==> config.mk <==
export PLATFORM = sky130hd
export DESIGN_NAME = lsst_cell
export DESIGN_NICKNAME = d
export VERILOG_FILES = /design/src/rtl/lsst_pkg.sv /design/src/rtl/lsst_cell.sv
export SDC_FILE = /design/constraint.sdc
export NUM_CORES = 1
export LEC_CHECK = 0
export BUFFER_PORTS_ARGS = -buffer_cell sky130_fd_sc_hd__clkbuf_2
export CAP_MARGIN = 5
export CORE_MARGIN = 2
export CORE_UTILIZATION = 40
export CTS_CLUSTER_DIAMETER = 60
export DETAILED_ROUTE_END_ITERATION = 12
export PLACE_DENSITY_LB_ADDON = 0.3
export SYNTH_ARGS = -nofsm -noshare
export SYNTH_HDL_FRONTEND = slang
export SYNTH_SLANG_ARGS = --single-unit
==> constraint.sdc <==
create_clock -name clock -period 4.6 [get_ports clock]
set_clock_uncertainty 0.05 [all_clocks]
set_input_delay 0.92 -clock clock [delete_from_list [all_inputs] [get_ports clock]]
set_output_delay 0.92 -clock clock [all_outputs]
set_load 0.02 [all_outputs]
==> src/rtl/lsst_pkg.sv <==
// Shared types, constants and helpers for the leap second sorted table.
// Used by lsst_cell and leap_second_sorted_table_unit; depends on nothing.
package lsst_pkg;

   localparam int TABLE_DEPTH = 64;
   localparam int TIME_BITS   = 40;
   localparam int TOTAL_BITS  = 16;
   localparam int COUNT_BITS  = $clog2(TABLE_DEPTH + 1);

   typedef enum logic [1:0] {
      OP_ADD   = 2'd0,
      OP_SET   = 2'd1,
      OP_QUERY = 2'd2,
      OP_CLEAR = 2'd3
   } op_type;

   typedef enum logic [1:0] {
      ST_OK   = 2'd0,
      ST_DUP  = 2'd1,
      ST_FULL = 2'd2
   } status_type;

   // Update broadcast from the top level to every cell.
   typedef struct packed {
      logic                          shift_en;
      logic                          relative;
      logic signed [TOTAL_BITS-1:0]  amount;
      logic [TIME_BITS-1:0]          new_time;
      logic signed [TOTAL_BITS-1:0]  new_total;
   } cell_ctrl_type;

   // Sum of two totals clamped to the signed total range.
   function automatic logic signed [TOTAL_BITS-1:0] sat_add(
      input logic signed [TOTAL_BITS-1:0] a,
      input logic signed [TOTAL_BITS-1:0] b
   );
      logic signed [TOTAL_BITS:0] sum;
      sum = {a[TOTAL_BITS-1], a} + {b[TOTAL_BITS-1], b};
      if (sum[TOTAL_BITS] != sum[TOTAL_BITS-1]) begin
         sat_add = sum[TOTAL_BITS] ? {1'b1, {(TOTAL_BITS-1){1'b0}}}
                                   : {1'b0, {(TOTAL_BITS-1){1'b1}}};
      end else begin
         sat_add = sum[TOTAL_BITS-1:0];
      end
   endfunction

endpackage

==> src/rtl/lsst_cell.sv <==
// One entry of the sorted leap second table: event time, total and compare flags.
// Depends on lsst_pkg.
module lsst_cell (
   input  logic                                  clock,
   input  logic                                  load_flags,
   input  logic                                  valid,
   input  logic [lsst_pkg::TIME_BITS-1:0]        key_time,
   input  lsst_pkg::cell_ctrl_type               ctrl,
   input  logic                                  prev_before,
   input  logic [lsst_pkg::TIME_BITS-1:0]        prev_time,
   input  logic signed [lsst_pkg::TOTAL_BITS-1:0] prev_total,
   output logic [lsst_pkg::TIME_BITS-1:0]        time_out,
   output logic signed [lsst_pkg::TOTAL_BITS-1:0] total_out,
   output logic                                  before_out,
   output logic                                  ge_out,
   output logic                                  eq_out
);

   logic [lsst_pkg::TIME_BITS-1:0]         time_ff;
   logic signed [lsst_pkg::TOTAL_BITS-1:0] total_ff;
   logic                                   before_ff;
   logic                                   ge_ff;
   logic                                   eq_ff;

   // Compare flags are taken when an item is accepted.
   always_ff @(posedge clock) begin
      if (load_flags) begin
         before_ff <= valid && (time_ff < key_time);
         ge_ff     <= valid && (time_ff >= key_time);
         eq_ff     <= valid && (time_ff == key_time);
      end
   end

   // Hold entries before the insert point, take the new entry at it, shift the rest.
   always_ff @(posedge clock) begin
      if (ctrl.shift_en && !before_ff) begin
         if (prev_before) begin
            time_ff  <= ctrl.new_time;
            total_ff <= ctrl.new_total;
         end else begin
            time_ff  <= prev_time;
            total_ff <= ctrl.relative ? lsst_pkg::sat_add(prev_total, ctrl.amount)
                                      : prev_total;
         end
      end
   end

   assign time_out   = time_ff;
   assign total_out  = total_ff;
   assign before_out = before_ff;
   assign ge_out     = ge_ff;
   assign eq_out     = eq_ff;

endmodule
==> metrics.txt, run 1 <==
initial antenna violation count 0; Worst Tran Pin Value 0.980 ns; antenna-violating nets left 0; Worst path slowest cell o2111ai_1; Pre-Repair DR Iteration Count 4; Post-DP HPWL 10600 um; Synth area leader edfxtp_1; Die Y 110 um; Tot Pwr ~1.5 mW; Post-Synthesis Cells between 400 and 500; P_leak ~3 nW; HP Class input pin to flip-flop; register area share after synthesis 0.397; RR Startpoint time_out[33]; syn nets 644; Avg WL per Cell 16.1 um; Die X ~110 um; reg2reg setup slack 2.33 ns; share of the synthesized area in the top cell type 0.397; CTS clk-pin slew, worst paths around 0.060 ns; Commonest cells post-synth 59 x edfxtp_1, 56 x ha_1, 52 x inv_1, 40 x mux2_2, 25 x a21oi_1; Placeable Area 10900 um2; Die ar. between 10000 and 15000 um2; Hold Crit Start load_flags; RePlAce Congestion between 0.9 and 1; Hold Buf Count CTS 0; area post-placement slightly below 6000 um2; DR vias/cell about 5.3; CTS H-Tree Depth 3; # diodes 0; most frequent cell after synthesis edfxtp_1; crit-path leading delay family compound AO/OA/AOI/OAI gates; Worst R2R Path Depth 8; vias in the first global route 3963; CTS tree built; hold endpoint ge_out; 1st-iter DRT viols roughly 220; yosys warns 0; crit-path cells clkbuf_2 > ha_1 > and3_1 > o21ai_0 > a31o_2 > a21oi_1 > o2111ai_1 > o21ai_0 > a221o_1; Final Hold Fails 0; Max Cap Violations 0; final WL 12800 um; worst vdd ir approximately 0.22 mV; gr usage total 0.206; post-synth cell types between 50 and 60; mapped cell area 4460 um2; crit share post-route 0.769; CP Class input pin to flip-flop; Slew headroom 0.346; largest net degree at the start of global routing 57; clock root cell clkbuf_8; Worst Path Buf+Inv 1; Crit Path Max Fanout 11; crit path DAT about 3.6 ns; Syn Area/Cell 10.8 um2; final setup fails 0; starting density of the core 0.410; reg2reg end ge_out; Yosys reg bits just under 60; setup_tns 0 ns; final instance area approximately 5900 um2; Final Critical Period roughly 3.5 ns; Num CTS Buffers 9; CTS sink cnt between 50 and 60; Post-synth ARST share 0; fraction of layout cells with a size suffix above 1 0.458; # Post-CTS Setup Buffers 0; placement row count 38; top post-synthesis cells by area edfxtp_1 40%, ha_1 16%, mux2_2 10%; crit start category input pin; Clk Latency, worst-skew pair between 0.3 and 0.4 ns; I/O pin count 233; Vias 4159; Fmax 283 MHz; RSZ-0062 raised after global routing false; Congestion Overflow GR 0; number of synthesized flops with an enable pin 59; Hold Path Depth 1; top_reg_cell synth edfxtp_1; max incr delay on CP 0.80 ns; WP data required 4.65 ns; Remaining DRCs 0; Final nets 881; CP most frequent cell o21ai_0; CP Capture Type flip-flop; status finished, final reports clean; Layout area overhead 32.6%; first-pass GRT wire length approximately 19000 um; # resized after CTS 0; Clock Path Buffers 2; I/O Buffers ~230; Final Slew Violations 0; PwrDens 252 nW/um2
## flip-flops by register name, indices dropped and copies added, names as in the netlist
signal	flops
ge_out	1
total_out	16
eq_out	1
time_out	40
before_out	1
## layout make-up
type	instances	area, um2
fill	992	4970
multi-input combinational	293	2460
sequential	59	1770
timing repair buffer	235	1180
inverter	52	195
tap	140	175
clock buffer	11	131
clock inverter	1	5.00
## power breakdown
| group | internal [mW] | total, mW | switching [mW] |
|---|---|---|---|
| combinational | 0.210 | 0.466 | 0.256 |
| sequential | 0.641 | 0.658 | 0.0168 |
| clock | 0.182 | 0.369 | 0.187 |
## per-stage QoR
stage	instances	hold slack, ns	util	worst slack, ns
3_3_place_gp	779	0.815	0.531	0.720
6_report	791	0.763	0.544	1.06
5_1_grt	791	0.752	0.544	0.804
2_1_floorplan	413	0.924	-	0.682
4_1_cts	791	0.740	0.544	1.08
3_5_place_dp	779	0.850	0.531	0.686
## logic make-up (layout without fill, tap and decap cells)
kind of cell,count (synthesis),count (layout),synth area share
AO/OA/AOI/OAI,119,119,0.185
buffers and inverters,61,299,0.0547
adder cells (fa/ha/maj),57,57,0.161
flip-flops,59,59,0.397
multiplexers,40,40,0.101
XOR/XNOR,10,10,0.0196
AND/OR/NAND/NOR,67,67,0.0813
## worst register-to-register path, cell delays in order, from the launching register on
cell and delay, ns:
edfxtp_1 0.40, ha_1 0.31, a21o_1 0.18, a21o_1 0.16
a21oi_1 0.15, o21a_1 0.12, o21ai_0 0.17, a41o_1 0.26
o221a_2 0.23
## how the worst max path moves through the flow
stage | start | end | slack [ns] | cells past startpoint
3_3_place_gp | ctrl[61] | total_out[14] | 0.72 | 9
4_1_cts | ctrl[61] | total_out[14] | 1.08 | 9
3_5_place_dp | ctrl[56] | total_out[14] | 0.69 | 11
6_report | ctrl[61] | total_out[14] | 1.06 | 9
5_1_grt | prev_total[0] | total_out[2] | 0.80 | 11
2_1_floorplan | ctrl[73] | time_out[0] | 0.68 | 1
## metal layers
metal | vias up | GRT usage | share of wire
met5 | - | 0 | 0
met4 | 0 | 0.0651 | 0.020
met3 | 20 | 0.0605 | 0.080
met2 | 189 | 0.389 | 0.51
met1 | 1903 | 0.218 | 0.38
li1 | 2047 | - | -
## layout by cell type, fill, tap and decap left out, types with 2 or more instances in the layout
master	Yosys	layout
edfxtp_1	59	59
and3_1	2	2
nand3_1	3	3
nand4_1	12	12
nor2_1	10	10
nand2_1	15	15
o31ai_1	4	4
a211oi_1	4	4
a311oi_1	3	3
and4_1	2	2
a211o_1	3	3
inv_1	52	52
a221o_1	6	6
nor2b_1	5	4
nor3b_1	2	2
or2_2	2	2
o21ai_0	20	20
o211ai_1	3	3
nand2b_1	2	2
o22ai_1	4	4
clkbuf_2	0	232
a22oi_1	4	4
a31oi_1	5	5
a31o_2	2	2
or3_1	3	3
mux2_2	40	40
o21a_1	4	4
nor3_1	4	4
o2111ai_1	3	3
xor2_1	5	5
ha_1	56	56
clkbuf_1	6	2
a21o_1	20	20
clkbuf_8	0	9
a21oi_1	25	25
xnor2_1	5	5
buf_4	0	3
No activity file was read; power rests on OpenSTA's default activity.
==> run 2, diff against run 1 <==
==> constraint.sdc (replaced) <==
create_clock -name clock -period 3.27 [get_ports clock]
set_clock_uncertainty 0.05 [all_clocks]
set_input_delay 0.654 -clock clock [delete_from_list [all_inputs] [get_ports clock]]
set_output_delay 0.654 -clock clock [all_outputs]
set_load 0.02 [all_outputs]
==> metrics.txt, run 2 (synthesis results as in run 1) <==
gr usage total 0.204 (-0.00188); Avg WL per Cell 15.7 um (-2.7%); Die Y 110 um (unchanged); Fmax ~340 MHz; Comb pwr share 0.300 (-0.012); worst setup path start ctrl[56]; final WL 12600 um (-1.5%); DR vias/cell 5.28 (+0.37%); GR peak layer met2; most frequent cells in the layout 232 x clkbuf_2, 59 x edfxtp_1, 56 x ha_1; met1 Use GR 0.221 (+0.00335); Fillers 977 (-1.5%); fraction of layout cells with a size suffix above 1 0.466 (+0.00820); Congestion Overflow GR 0 (unchanged); WP data required 3.29 ns (-1.36 ns); HP Class input pin to flip-flop; Worst R2R Path Depth 8 (unchanged); # diodes 0 (unchanged); WHS 0.518 ns (-0.244 ns); Post-DP HPWL 10600 um (about the same); Max Cap Violations 0 (unchanged); PwrDens 369 nW/um2 (+46%); vias in the first global route 4000 (+0.93%); largest net degree at the start of global routing 57 (unchanged); Final Slew Violations 0 (unchanged); Worst Tran Pin Value 0.764 ns (-0.216 ns); Clk Latency, worst-skew pair 0.33 ns (about the same); crit share post-route 0.903; Crit Path Max Fanout 5 (-6); # resized after CTS 0 (unchanged); max reg flops 40 (unchanged); RePlAce Congestion 0.994 (+10%); area post-placement 5830 um2 (+0.78%); Layout area overhead 34.6%; Num CTS Buffers 9 (unchanged); status finished, final reports clean; Hold Buf Count CTS 0 (unchanged); crit path DAT 2.97 ns (-0.61 ns); GR Layer Usage met2 0.373 (-0.0154); RSZ-0062 raised after global routing false; 1st-iter DRT viols 169 (-22%); initial antenna violation count 0 (unchanged); starting density of the core 0.410 (unchanged); clock root cell clkbuf_8; Sw Share 0.301 (-0.00697); Final Critical Period ~3.0 ns; I/O pin count 233 (unchanged); CTS sink cnt 59 (unchanged); antenna-violating nets left 0 (unchanged); sequential power share 0.417 (-0.024); crit start category input pin; first-pass GRT wire length 18700 um (+0.70%); Die X 110 um (unchanged); Clock Path Buffers 2 (unchanged); Final Hold Fails 0 (unchanged); Pre-Repair DR Iteration Count 4 (unchanged); Int Pwr 1.55 mW (+50%); CTS clk-pin slew, worst paths 0.07 ns (about the same); Slew headroom 0.489 (+0.143); Clock Power Share 0.283 (+0.036); CP endpoint total_out[2]; M3 GR Usage 0.0427 (-0.0178); Remaining DRCs 0 (unchanged); CP Capture Type flip-flop; CTS tree built; reg2reg end ge_out; P_leak 3.04 nW (+1.7%); worst vdd ir 0.191 mV (-14%); Tot Pwr 2.22 mW (+49%); fin util 0.552 (+0.00850); final setup fails 0 (unchanged); switching pwr 0.667 mW (+45%); # Post-CTS Setup Buffers 0 (unchanged); reg2reg setup slack 0.96 ns (-1.37 ns); Placeable Area 10900 um2 (unchanged); Die ar. 12000 um2 (unchanged); Final nets 887 (+0.68%); commonest non-fill, non-tap cell in the layout clkbuf_2; RR Startpoint time_out[33]; placement row count 38 (unchanged); setup_tns 0 ns (unchanged); I/O Buffers 232 (unchanged); Vias 4227 (+1.6%); CTS H-Tree Depth 3 (unchanged); final instance area 6010 um2 (+1.6%); CP Class input pin to flip-flop
-- run 2: cell count changes in the layout (fill, tap and decap cells not counted) --
| cell | before | now |
|---|---|---|
| buf_4 | 3 | 9 |
| clkbuf_1 | 2 | 1 |
| clkinvlp_4 | 0 | 1 |
| bufinv_16 | 0 | 1 |
| clkinv_1 | 0 | 1 |
| clkinv_2 | 1 | 3 |
-- run 2: power by group through the flow --
stage	registers [mW]	clock network [mW]	logic [mW]
floorplan	0.999	0	0.348
global placement	0.941	0	0.647
detailed placement	0.943	0	0.661
CTS	0.927	0.649	0.665
global route	0.930	0.678	0.737
finish	0.926	0.627	0.666
-- run 2: how the worst min path moves through the flow --
stage | from | end | slack (ns) | depth (start not counted)
finish | load_flags | ge_out | 0.52 | 1
floorplan | load_flags | before_out | 0.72 | 0
detailed placement | time_out[31] | before_out | 0.82 | 4
global placement | time_out[31] | before_out | 0.80 | 4
CTS | load_flags | ge_out | 0.50 | 1
global route | load_flags | before_out | 0.51 | 1
-- run 2: cell type report --
class | count | area (um2) | area share
tap | 140 | 175 | 0.0291
multi-input combinational | 293 | 2460 | 0.409
timing repair buffer | 241 | 1230 | 0.204
clock buffer | 10 | 128 | 0.0212
clock inverter | 6 | 56.3 | 0.00937
inverter | 52 | 195 | 0.0325
sequential | 59 | 1770 | 0.295
-- run 2: metrics by stage --
stage                     worst slack, ns  instances
after detailed placement          0.00145        785
after CTS                           0.377        801
after floorplan                     0.359        413
final                               0.317        801
after global placement              0.134        785
after global routing               0.0890        801
-- run 2: per-layer routing --
metal	wire length [um]	vias to the layer above
li1	-	2067
met2	6490	192
met1	4670	1936
met3	973	32
met4	451	0
met5	0	-
-- run 2: critical path, stage by stage --
cell and delay [ns]:
clkbuf_2 0.08, ha_1 0.22, inv_1 0.07, fa_1 0.19, nor2b_1 0.08, o21ai_0 0.40, a31oi_1 0.19, o21ai_0 0.34
a21boi_0 0.16, buf_4 0.18, nor3_1 0.32, a311oi_1 0.09
==> run 3, diff against run 2 <==
--- a/config.mk
+++ b/config.mk
@@ -11,7 +11,7 @@
 export CORE_UTILIZATION = 40
 export CTS_CLUSTER_DIAMETER = 60
 export DETAILED_ROUTE_END_ITERATION = 12
-export PLACE_DENSITY_LB_ADDON = 0.3
+export PLACE_DENSITY = 0.72
 export SYNTH_ARGS = -nofsm -noshare
 export SYNTH_HDL_FRONTEND = slang
 export SYNTH_SLANG_ARGS = --single-unit
==> metrics.txt, run 3 (synthesis results as in run 1) <==
setup_tns 0 ns (unchanged); Comb pwr share 0.317 (+0.017); I/O pin count 233 (unchanged); Tot Pwr 2.13 mW (-4.2%); Die X 110 um (unchanged); Die ar. 12000 um2 (unchanged); Layout area overhead 35.1%; Worst R2R Path Depth 8 (unchanged); worst vdd ir 0.150 mV (-22%); reg2reg setup slack 1.02 ns (+0.06 ns); Final Slew Violations 0 (unchanged); Sw Share 0.306 (+0.00584); Hold Path Depth 1 (unchanged); Hold Buf Count CTS 0 (unchanged); Vias 4205 (-0.52%); largest net degree at the start of global routing 35 (-39%); commonest non-fill, non-tap cell in the layout clkbuf_2; CP Capture Type flip-flop; Final Critical Period 2.97 ns (+0.0203 ns); WP data required 3.29 ns (about the same); Post-DP HPWL 10800 um (+2.2%); Placeable Area 10900 um2 (unchanged); Avg WL per Cell 15.8 um (+0.44%); placement row count 38 (unchanged); Crit Path Max Fanout 7 (+2); # resized after CTS 0 (unchanged); clock root cell clkbuf_8; Final Hold Fails 0 (unchanged); 1st-iter DRT viols 183 (+8.3%); crit start category input pin; area post-placement 5880 um2 (+0.99%); final setup fails 0 (unchanged); status finished, final reports clean; HP Class input pin to flip-flop; most frequent cells in the layout 232 x clkbuf_2, 59 x edfxtp_1, 56 x ha_1; Max Cap Violations 0 (unchanged); Hold Crit Start load_flags; Int Pwr 1.47 mW (-5.0%); Clock Path Buffers 2 (unchanged); Slew headroom 0.462 (-0.0269); CP Class input pin to flip-flop; # diodes 0 (unchanged); # Post-CTS Setup Buffers 0 (unchanged); max incr delay on CP 0.49 ns (+0.09 ns); max reg flops 40 (unchanged); CTS clk-pin slew, worst paths 0.06 ns (about the same); final WL 12700 um (+1.1%); CTS H-Tree Depth 3 (unchanged); DR vias/cell 5.22 (-1.1%); reg2reg end ge_out; CTS tree built; Clk Latency, worst-skew pair 0.33 ns (about the same); P_leak 3.06 nW (+0.59%); Final nets 893 (+0.68%); Congestion Overflow GR 0 (unchanged); sequential power share 0.437 (+0.020); crit path DAT 3.00 ns (+0.03 ns); Pre-Repair DR Iteration Count 4 (unchanged); crit-path cells clkbuf_2 > ha_1 > inv_1 > fa_1 > nor2b_1 > o21ai_0 > a31o_2 > a21oi_1 > o2111ai_1 > buf_4 > a21oi_1 > a221o_1; switching pwr 0.652 mW (-2.3%); crit-path leading delay family compound AO/OA/AOI/OAI gates; fraction of layout cells with a size suffix above 1 0.467 (+0.00101); RR Startpoint time_out[33]; Num CTS Buffers 9 (unchanged); first-pass GRT wire length 19100 um (+1.8%); Clock Power Share 0.247 (-0.036); Remaining DRCs 0 (unchanged); starting density of the core 0.410 (unchanged); Worst Path Buf+Inv 3 (unchanged); CP most frequent cell a21oi_1; Die Y 110 um (unchanged); CTS sink cnt 59 (unchanged); Worst path slowest cell o21ai_0; RePlAce Congestion 0.893 (-10%); Fmax 336 MHz (-0.68%); vias in the first global route 4068 (+1.7%); initial antenna violation count 0 (unchanged); gr usage total 0.209 (+0.00526); antenna-violating nets left 0 (unchanged); RSZ-0062 raised after global routing false; Worst Tran Pin Value 0.804 ns (+0.0401 ns); hold endpoint ge_out; final instance area 6030 um2 (+0.37%); crit share post-route 0.909 (+0.00621); PwrDens 352 nW/um2 (-4.5%); I/O Buffers 232 (unchanged)
==> run 3: cell types whose count changed in the layout (fill, tap and decap cells not counted), sizes merged <==
cell	change
buf	+6
bufinv	-1
clkinv	+1
clkinvlp	-1
==> run 3: cell type report <==
type,count,area (um2)
tap,140,175
sequential,59,1770
fill,977,4850
clock buffer,10,128
timing repair buffer,247,1290
inverter,52,195
multi-input combinational,293,2460
clock inverter,5,21.3
==> run 3: worst max path at each step <==
stage | from | endpoint | cells past startpoint
6_report | ctrl[56] | total_out[5] | 12
5_1_grt | prev_total[0] | total_out[2] | 13
4_1_cts | ctrl[56] | total_out[5] | 12
3_5_place_dp | ctrl[56] | total_out[6] | 12
3_3_place_gp | prev_total[0] | total_out[10] | 12
2_1_floorplan | ctrl[64] | total_out[11] | 10
==> run 3: layer usage <==
layer / global-route usage / vias to the layer above / routed length (um)
met2: 0.371 / 195 / 6320
met5: 0 / - / 0
li1: - / 2074 / -
met3: 0.0433 / 16 / 1070
met1: 0.249 / 1920 / 5080
met4: 0.0778 / 0 / 239
==> run 3: worst register-to-register path, stage by stage, from the launching register on <==
cell and delay (ns):
edfxtp_1 0.40, ha_1 0.31, a21o_1 0.18, a21o_1 0.17
a21oi_1 0.17, o21a_1 0.13, o21ai_0 0.12, a41o_1 0.24
o221a_2 0.24
==> run 3: through the flow <==
step | worst slack (ns) | util | std cells | hold WS [ns]
3_5_place_dp | -0.0348 | 0.540 | 791 | 0.717
5_1_grt | 0.0228 | 0.554 | 806 | 0.504
2_1_floorplan | 0.359 | - | 413 | 0.716
3_3_place_gp | 0.0409 | 0.540 | 791 | 0.705
6_report | 0.296 | 0.554 | 806 | 0.516
4_1_cts | 0.354 | 0.554 | 806 | 0.494
==> run 3: power by group through the flow <==
stage | logic, mW | registers, mW | clock network [mW]
6_report | 0.674 | 0.928 | 0.524
5_1_grt | 0.747 | 0.932 | 0.574
4_1_cts | 0.676 | 0.928 | 0.549
3_5_place_dp | 0.673 | 0.944 | 0
3_3_place_gp | 0.662 | 0.941 | 0
2_1_floorplan | 0.348 | 0.999 | 0
